File: config.mk
export PLATFORM = sky130hd
export DESIGN_NAME = fifo_run_queue_scheduler
export DESIGN_NICKNAME = d
export VERILOG_FILES = /design/src/design/frq_pkg.sv /design/src/design/fifo_run_queue_scheduler.sv /design/src/design/frq_cell.sv
export SDC_FILE = /design/constraint.sdc
export NUM_CORES = 2
export LEC_CHECK = 0
export ABC_AREA = 1
export BUFFER_PORTS_ARGS = -buffer_cell sky130_fd_sc_hd__buf_2
export CORE_ASPECT_RATIO = 0.5
export CORE_MARGIN = 4
export CORE_UTILIZATION = 30
export DETAILED_ROUTE_END_ITERATION = 8
export PLACE_DENSITY = 0.51
export RECOVER_POWER = 100
export SYNTH_ARGS = -nofsm -noshare
export SYNTH_HDL_FRONTEND = slang
export SYNTH_SLANG_ARGS = --single-unit
File: constraint.sdc
create_clock -name clk -period 8.9 [get_ports clk]
set_input_delay 0.89 -clock clk [delete_from_list [all_inputs] [get_ports clk]]
set_output_delay 0.89 -clock clk [all_outputs]
set_load 0.02 [all_outputs]
File: src/design/frq_pkg.sv
// Shared types and constants for the FIFO run queue scheduler.
`default_nettype none

package frq_pkg;

  // Fixed field widths
  localparam int ACT_W   = 2;
  localparam int PID_W   = 5;
  localparam int SLICE_W = 15;
  localparam int MAX_W   = 8;
  localparam int CNT_W   = 6;

  // Configuration port
  localparam int CFG_DW = 32;
  localparam int CFG_AW = 3;

  // Defaults for top-level parameters
  localparam int NUM_PROCS_DEF    = 32;
  localparam int SLICE_FACTOR_DEF = 100;

  // Reset value of max_slice and the largest slice that fits
  localparam logic [MAX_W-1:0]   MAX_SLICE_RST = 8'd5;
  localparam int                 SLICE_MAX     = 32767;

  // Action codes of an input beat
  typedef enum logic [ACT_W-1:0] {
    ACT_ENQ  = 2'd0,
    ACT_DEQ  = 2'd1,
    ACT_PICK = 2'd2,
    ACT_TICK = 2'd3
  } action_t;

  // Register index (word address bit above the byte offset)
  typedef enum logic {
    REG_MAX_SLICE = 1'b0,
    REG_NONE      = 1'b1
  } reg_idx_t;

  // Update strobes broadcast to every slot cell
  typedef struct packed {
    logic op_enq;
    logic op_deq;
    logic op_tick;
    logic nxt_we;
    logic prv_we;
  } frq_ctl_t;

endpackage

`default_nettype wire

File: src/design/fifo_run_queue_scheduler.sv
// Top level of the FIFO run queue scheduler: command decode, queue ends, slot cells.
//
// Usage:
//   Input channel: drive in_action and in_proc_id with start high; the beat is
//   taken at a rising edge where start is high and busy is low. busy stays low,
//   so one beat can be issued every cycle.
//   Result channel: exactly one result beat per input beat, shown for one cycle
//   with out_valid high, in the cycle after the input beat was taken. The
//   receiver cannot stall; results are not held.
//   Throughput: one item per cycle. Each action reads the named slot's cell
//   and the head cell and updates at most three cells in the same cycle, so the
//   row of slot cells bounds the cycle time, not the item rate.
//   Configuration: APB-style port, max_slice at byte address 0. The slice
//   grant (max_slice times the slice factor, saturated) is registered when the
//   register is written.
//   Reset: rst_n low empties the queue, clears all slices and sets max_slice
//   to 5. No clearing pass is needed; the block takes beats right after reset.
`default_nettype none

module fifo_run_queue_scheduler
  import frq_pkg::*;
#(
  parameter int NUM_PROCS    = NUM_PROCS_DEF,
  parameter int SLICE_FACTOR = SLICE_FACTOR_DEF
) (
  input  wire logic               clk,
  input  wire logic               rst_n,
  // input channel
  input  wire logic               start,
  output logic                    busy,
  input  wire logic [ACT_W-1:0]   in_action,
  input  wire logic [PID_W-1:0]   in_proc_id,
  // result channel
  output logic                    out_valid,
  output logic                    out_picked_valid,
  output logic [PID_W-1:0]        out_picked_id,
  output logic [SLICE_W-1:0]      out_slice_left,
  output logic                    out_resched,
  output logic                    out_error,
  output logic [CNT_W-1:0]        out_queue_count,
  // configuration port
  input  wire logic               cfg_psel,
  input  wire logic               cfg_penable,
  input  wire logic               cfg_pwrite,
  input  wire logic [CFG_AW-1:0]  cfg_paddr,
  input  wire logic [CFG_DW-1:0]  cfg_pwdata,
  output logic [CFG_DW-1:0]       cfg_prdata,
  output logic                    cfg_pready
);

  localparam int IDW  = (NUM_PROCS > 1) ? $clog2(NUM_PROCS) : 1;
  localparam int OCW  = $clog2(NUM_PROCS + 1);
  localparam int PRW  = MAX_W + $clog2(SLICE_FACTOR + 1);
  localparam int GRANT_RST_I = int'(MAX_SLICE_RST) * SLICE_FACTOR;
  localparam logic [SLICE_W-1:0] GRANT_RST =
    SLICE_W'((GRANT_RST_I > SLICE_MAX) ? SLICE_MAX : GRANT_RST_I);
  localparam logic [PRW-1:0] SAT_P = PRW'(SLICE_MAX);

  // Configuration registers
  logic [MAX_W-1:0]   max_slice_r;
  logic [SLICE_W-1:0] grant_r;
  logic               cfg_we;
  logic [PRW-1:0]     grant_prod;
  logic [SLICE_W-1:0] grant_nxt;
  reg_idx_t           cfg_idx;

  // Queue ends and count
  logic [IDW-1:0] head_r, head_nxt;
  logic [IDW-1:0] tail_r, tail_nxt;
  logic [OCW-1:0] occ_r, occ_nxt;

  // Result registers
  logic               out_valid_r;
  logic               pv_r, pv_nxt;
  logic [PID_W-1:0]   pid_r, pid_nxt;
  logic [SLICE_W-1:0] slice_r, slice_nxt;
  logic               resched_r, resched_nxt;
  logic               err_r, err_nxt;
  logic [OCW-1:0]     cnt_r;

  // Cell row
  logic [IDW-1:0]     cell_next  [NUM_PROCS];
  logic [IDW-1:0]     cell_prev  [NUM_PROCS];
  logic               cell_inq   [NUM_PROCS];
  logic [SLICE_W-1:0] cell_slice [NUM_PROCS];

  frq_ctl_t       ctl;
  logic [IDW-1:0] nxt_slot, nxt_val, prv_slot, prv_val;

  // Decode
  logic               accept;
  action_t            act;
  logic               in_range;
  logic [IDW-1:0]     idx;
  logic               cur_inq;
  logic [SLICE_W-1:0] cur_slice;
  logic [IDW-1:0]     cur_next, cur_prev;
  logic [SLICE_W-1:0] tick_slice;
  logic               grant_due;

  assign busy       = 1'b0;
  assign accept     = start & ~busy;
  assign act        = action_t'(in_action);
  assign in_range   = (32'(in_proc_id) < 32'(NUM_PROCS));
  assign idx        = IDW'(in_proc_id);
  assign cur_inq    = cell_inq[idx];
  assign cur_slice  = cell_slice[idx];
  assign cur_next   = cell_next[idx];
  assign cur_prev   = cell_prev[idx];
  assign tick_slice = (cur_slice != '0) ? (cur_slice - SLICE_W'(1)) : cur_slice;
  assign grant_due  = (cur_slice == '0) || (cur_slice > SLICE_W'(max_slice_r));

  // APB write decode and slice grant
  assign cfg_idx    = reg_idx_t'(cfg_paddr[2]);
  assign cfg_we     = cfg_psel & cfg_penable & cfg_pwrite & cfg_pready &
                      (cfg_idx == REG_MAX_SLICE);
  assign grant_prod = PRW'(cfg_pwdata[MAX_W-1:0]) * PRW'(SLICE_FACTOR);
  assign grant_nxt  = (grant_prod > SAT_P) ? SLICE_W'(SLICE_MAX)
                                           : SLICE_W'(grant_prod);
  assign cfg_pready = 1'b1;

  always_comb begin
    unique case (cfg_idx)
      REG_MAX_SLICE: cfg_prdata = CFG_DW'(max_slice_r);
      default:       cfg_prdata = '0;
    endcase
  end

  always_ff @(posedge clk) begin
    if (!rst_n) begin
      max_slice_r <= MAX_SLICE_RST;
      grant_r     <= GRANT_RST;
    end else if (cfg_we) begin
      max_slice_r <= cfg_pwdata[MAX_W-1:0];
      grant_r     <= grant_nxt;
    end
  end

  // Decode the action into cell strobes, queue-end updates and the result
  always_comb begin
    ctl         = '0;
    nxt_slot    = '0;
    nxt_val     = '0;
    prv_slot    = '0;
    prv_val     = '0;
    head_nxt    = head_r;
    tail_nxt    = tail_r;
    occ_nxt     = occ_r;
    pv_nxt      = 1'b0;
    pid_nxt     = '0;
    slice_nxt   = '0;
    resched_nxt = 1'b0;
    err_nxt     = 1'b0;
    if (accept) begin
      if (act == ACT_PICK) begin
        if (occ_r != '0) begin
          pv_nxt    = 1'b1;
          pid_nxt   = PID_W'(head_r);
          slice_nxt = cell_slice[head_r];
        end
      end else if (!in_range) begin
        err_nxt = 1'b1;
      end else begin
        unique case (act)
          ACT_ENQ: begin
            slice_nxt = cur_slice;
            if (cur_inq) begin
              err_nxt = 1'b1;
            end else begin
              ctl.op_enq = 1'b1;
              if (occ_r == '0) begin
                head_nxt = idx;
              end else begin
                ctl.nxt_we = 1'b1;
                nxt_slot   = tail_r;
                nxt_val    = idx;
              end
              tail_nxt = idx;
              occ_nxt  = occ_r + OCW'(1);
              if (grant_due) begin
                slice_nxt = grant_r;
              end
            end
          end
          ACT_DEQ: begin
            slice_nxt = cur_slice;
            if (!cur_inq) begin
              err_nxt = 1'b1;
            end else begin
              ctl.op_deq = 1'b1;
              if (head_r == idx) begin
                head_nxt = cur_next;
              end else begin
                ctl.nxt_we = 1'b1;
                nxt_slot   = cur_prev;
                nxt_val    = cur_next;
              end
              if (tail_r == idx) begin
                tail_nxt = cur_prev;
              end else begin
                ctl.prv_we = 1'b1;
                prv_slot   = cur_next;
                prv_val    = cur_prev;
              end
              if (occ_r != '0) begin
                occ_nxt = occ_r - OCW'(1);
              end
            end
          end
          ACT_TICK: begin
            ctl.op_tick = 1'b1;
            slice_nxt   = tick_slice;
            resched_nxt = (tick_slice == '0);
          end
          default: begin
          end
        endcase
      end
    end
  end

  // Queue ends and count
  always_ff @(posedge clk) begin
    if (!rst_n) begin
      head_r <= '0;
      tail_r <= '0;
      occ_r  <= '0;
    end else begin
      head_r <= head_nxt;
      tail_r <= tail_nxt;
      occ_r  <= occ_nxt;
    end
  end

  // Result beat strobe
  always_ff @(posedge clk) begin
    if (!rst_n) begin
      out_valid_r <= 1'b0;
    end else begin
      out_valid_r <= accept;
    end
  end

  // Result payload
  always_ff @(posedge clk) begin
    pv_r      <= pv_nxt;
    pid_r     <= pid_nxt;
    slice_r   <= slice_nxt;
    resched_r <= resched_nxt;
    err_r     <= err_nxt;
    cnt_r     <= occ_nxt;
  end

  assign out_valid        = out_valid_r;
  assign out_picked_valid = pv_r;
  assign out_picked_id    = pid_r;
  assign out_slice_left   = slice_r;
  assign out_resched      = resched_r;
  assign out_error        = err_r;
  assign out_queue_count  = CNT_W'(cnt_r);

  // Row of slot cells
  for (genvar g = 0; g < NUM_PROCS; g++) begin : g_cell
    frq_cell #(
      .IDW  (IDW),
      .SLOT (g)
    ) u_cell (
      .clk       (clk),
      .rst_n     (rst_n),
      .ctl       (ctl),
      .cmd_id    (idx),
      .enq_prev  (tail_r),
      .nxt_slot  (nxt_slot),
      .nxt_val   (nxt_val),
      .prv_slot  (prv_slot),
      .prv_val   (prv_val),
      .max_slice (max_slice_r),
      .grant     (grant_r),
      .next_o    (cell_next[g]),
      .prev_o    (cell_prev[g]),
      .inq_o     (cell_inq[g]),
      .slice_o   (cell_slice[g])
    );
  end

endmodule

`default_nettype wire

File: src/design/frq_cell.sv
// One slot cell: links, queued flag and time slice of a single process slot.
`default_nettype none

module frq_cell
  import frq_pkg::*;
#(
  parameter int IDW  = 5,
  parameter int SLOT = 0
) (
  input  wire logic               clk,
  input  wire logic               rst_n,
  input  wire frq_ctl_t           ctl,
  input  wire logic [IDW-1:0]     cmd_id,
  input  wire logic [IDW-1:0]     enq_prev,
  input  wire logic [IDW-1:0]     nxt_slot,
  input  wire logic [IDW-1:0]     nxt_val,
  input  wire logic [IDW-1:0]     prv_slot,
  input  wire logic [IDW-1:0]     prv_val,
  input  wire logic [MAX_W-1:0]   max_slice,
  input  wire logic [SLICE_W-1:0] grant,
  output logic [IDW-1:0]          next_o,
  output logic [IDW-1:0]          prev_o,
  output logic                    inq_o,
  output logic [SLICE_W-1:0]      slice_o
);

  localparam logic [IDW-1:0] ME = IDW'(SLOT);

  logic [IDW-1:0]     next_r, next_nxt;
  logic [IDW-1:0]     prev_r, prev_nxt;
  logic               inq_r, inq_nxt;
  logic [SLICE_W-1:0] slice_r, slice_nxt;
  logic               hit;

  assign hit = (cmd_id == ME);

  // Work out this slot's next state from the broadcast command
  always_comb begin
    next_nxt  = next_r;
    prev_nxt  = prev_r;
    inq_nxt   = inq_r;
    slice_nxt = slice_r;
    if (ctl.op_enq && hit) begin
      inq_nxt  = 1'b1;
      prev_nxt = enq_prev;
      next_nxt = '0;
      if ((slice_r == '0) || (slice_r > SLICE_W'(max_slice))) begin
        slice_nxt = grant;
      end
    end
    if (ctl.op_deq && hit) begin
      inq_nxt = 1'b0;
    end
    if (ctl.op_tick && hit && (slice_r != '0)) begin
      slice_nxt = slice_r - SLICE_W'(1);
    end
    // Relink a neighbor of the slot being added or removed
    if (ctl.nxt_we && (nxt_slot == ME)) begin
      next_nxt = nxt_val;
    end
    if (ctl.prv_we && (prv_slot == ME)) begin
      prev_nxt = prv_val;
    end
  end

  // Control state
  always_ff @(posedge clk) begin
    if (!rst_n) begin
      inq_r   <= 1'b0;
      slice_r <= '0;
    end else begin
      inq_r   <= inq_nxt;
      slice_r <= slice_nxt;
    end
  end

  // Links hold no reset value; they are written before any read
  always_ff @(posedge clk) begin
    next_r <= next_nxt;
    prev_r <= prev_nxt;
  end

  assign next_o  = next_r;
  assign prev_o  = prev_r;
  assign inq_o   = inq_r;
  assign slice_o = slice_r;

endmodule

`default_nettype wire
==> reports/qor.csv <==
stage,metric,value,unit
die,Core ar.,222000,sq um
routing,via/cell ratio,5.53,
cells_and_area,share of cells above drive strength 1,0.0399,
cts,TritonCTS clock tree,yes,
cts,post-cts sizing count,0,
timing,Setup TNS,0,ps
setup_path,"Slowest-stage cell, CP",nand2_1,
power_and_ir_drop,Worst VDD drop,0.177,mV
cells_and_area,Finished Layout Cells,13000,
cts,CTS sink cnt,896,
cts,clk_lat worst skew,790,ps
synth,Post-synth ARST share,0,
cts,buffers inserted by post-CTS timing repair,0,
setup_path,Required @ worst endpoint,9550,ps
cts,clock slew at the register clock pins of the worst setup and hold paths,60,ps
setup_path,crit path buf inv count,4,
power_and_ir_drop,leakage,29.6,nW
setup_path,"most used cell, CP",nand2_1,
synth,Synth area leader,dfxtp_1,
power_and_ir_drop,PwrDens,137,nW/um^2
cells_and_area,utilization after layout,0.328,
timing,Slew HR,-1.79,
synth,Netlist Area Pre-Place,67400,sq um
timing,min Tclk post-route,7330,ps
die,starting density of the core,0.303,
cts,CTS root buf,clkbuf_16,
timing,setup slack after layout,1570,ps
synth,Unique masters post-synth,61,
timing,final count of pins violating max slew,208,
grt,Total GRT Usage,0.255,
cells_and_area,P&R area growth vs syn,8.21,%
grt,first-pass GRT wire length,445000,um
die,die height,343,um
timing,WHS,365,ps
status,failing checks,"capacitance limit, slew limit",
setup_path,Worst Setup End Kind,flip-flop,
routing,residual DRC count,0,
synth,Area contributors post-synth,"dfxtp_1, nand2_1, edfxtp_1",
placement,dpl cells,12800,
cts,hold_buf cts,0,
cells_and_area,final instance area,72900,sq um
grt,initial antenna violation count,28,
routing,Iter 0 DRT Violations,9211,
die,num rows,122,
status,status,"complete, but fails checks",
routing,Post-Route WL,310000,um
synth,Synth top area share,0.171,
placement,routability cong.,0.992,
setup_path,Setup crit start kind,input port,
cts,Max clock buf depth,3,
cts,H-tree Lvls,3,
timing,Max Freq,136,MHz
setup_path,WS Path Type,input port to flip-flop,
timing,Final Cycle Share,0.824,
min_path,worst min path class,input port to flip-flop,
setup_path,worst-path maximum fanout,59,
placement,pre-CTS setup slack,2150,ps
setup_path,Top delay family on crit path,simple AND/OR/NAND/NOR gates,
routing,Routed WL per cell,23.8,um
grt,total grt overflow,0,
timing,final setup vio count,0,
synth,"top cells by count, synth","nand2_1, nor2_1, o21ai_0, a21oi_1, inv_1",
synth,sequential fraction of the synthesis area,0.314,
cells_and_area,final net count,10400,
timing,clk_skew,70.9,ps
routing,via count,72100,
synth,Yosys Warn Count,0,
synth,Post-synth EDFFs,320,
setup_path,critical-path cell list,"clkbuf_8, clkinvlp_2, nand2_1, o22ai_1, o21ai_0, and3_1, nand2_1, nand2_1, nand2_1, nor2_4, buf_12, nand2_1, nand2_1, nand2_1, inv_1, nand2_1, a21oi_1",
synth,Syn Area/Cell,6.53,sq um
placement,Post-DP Area,69600,sq um
setup_path,crit path DAT,7980,ps
setup_path,reg2reg setup slack,2170,ps
grt,pin count of the biggest net entering global routing,202,
die,Die ar.,233000,sq um
routing,Post-DRT Antenna Nets,0,
synth,"count leader, synth",nand2_1,
setup_path,crit-path max cell delay,1020,ps
die,Die Wd,678,um
cts,TritonCTS Buffers,100,
grt,vias in the first global route,64500,
placement,DP HPWL,214000,um
synth,Main synth FF type,dfxtp_1,
timing,Fin. Hold Viols,0,
synth,gate count of the mapped netlist,10300,
placement,IO buf count,59,
routing,Pre-antenna DRT Iters,8,
synth,synthesis-stage register bit count,896,
timing,RSZ-0062 raised after global routing,false,
die,# IOs,112,
flow_run,max_cap viols,7,
power_and_ir_drop,overall power,10.0,mW
timing,actual slew at the worst max-slew pin,4190,ps
area by class of cell:
class | count | area (sq um)
antenna | 18 | 45.0
clock buffer | 141 | 2820
clock inverter | 46 | 667
fill | 24600 | 149000
inverter | 783 | 2960
multi-input combinational | 8001 | 40300
sequential | 896 | 21200
tap | 2976 | 3720
timing repair buffer | 182 | 1230
sequential cells by signal (all words and copies together), names as in the netlist:
name and flops:
out_slice_left 15, out_queue_count 6, out_error 1, out_picked_id 5, grant_r 10, out_valid 1, head_r 5, out_picked_valid 1
g_cell.u_cell.prev_o 160, g_cell.u_cell.next_o 160, out_resched 1, occ_r 6, tail_r 5, g_cell.u_cell.inq_o 32, max_slice_r 8, g_cell.u_cell.slice_o 480
routing by layer:
metal  up-vias  track usage  routed length [um]
li1      34000            -                   -
met2      3493        0.392              132000
met5         -            0                  41
met4         6        0.108               14700
met3       638       0.0444               30400
met1     34000        0.351              133000
report_power, final:
group	total [mW]	switching [mW]	internal (mW)
logic	1.13	0.874	0.260
clock network	4.58	2.02	2.56
registers	4.28	0.0392	4.24
tightest hold or removal path, stage by stage:
cell,delay (ps)
buf_2,100
nand2_1,50
o211ai_1,70
placed cells by master, fill, tap and decap left out, drive strengths merged, types with 92 or more instances in the layout:
master	synthesis	layout
nand2	2683	2683
o21ai	1188	1188
nor2	1093	1093
a21oi	966	966
inv	774	770
nand3	717	717
dfxtp	576	576
ha	359	359
edfxtp	320	320
clkbuf	349	188
a22oi	178	178
buf	305	135
xor2	121	121
nand4	119	119
nor3	109	109
xnor2	92	92
final timing paths:
check / start / endpoint / cells after the start
setup / recovery: in_proc_id[0] / g_cell[4].u_cell.slice_o[10] / 17
hold / removal: cfg_pwdata[2] / max_slice_r[2] / 3
setup reg to reg: max_slice_r[7] / out_slice_left[10] / 14
hold reg to reg: g_cell[24].u_cell.slice_o[0] / g_cell[24].u_cell.slice_o[0] / 2
kinds of logic after synthesis:
family | Yosys count | synth area share
compound gates | 2530 | 0.202
xor+xnor | 213 | 0.0277
fa+ha+maj | 362 | 0.0676
buf+inv | 1437 | 0.0883
flops | 896 | 0.314
other cells | 2 | 0.000111
simple gates | 4870 | 0.300
Note: power is estimated with default switching activity, not from simulation.
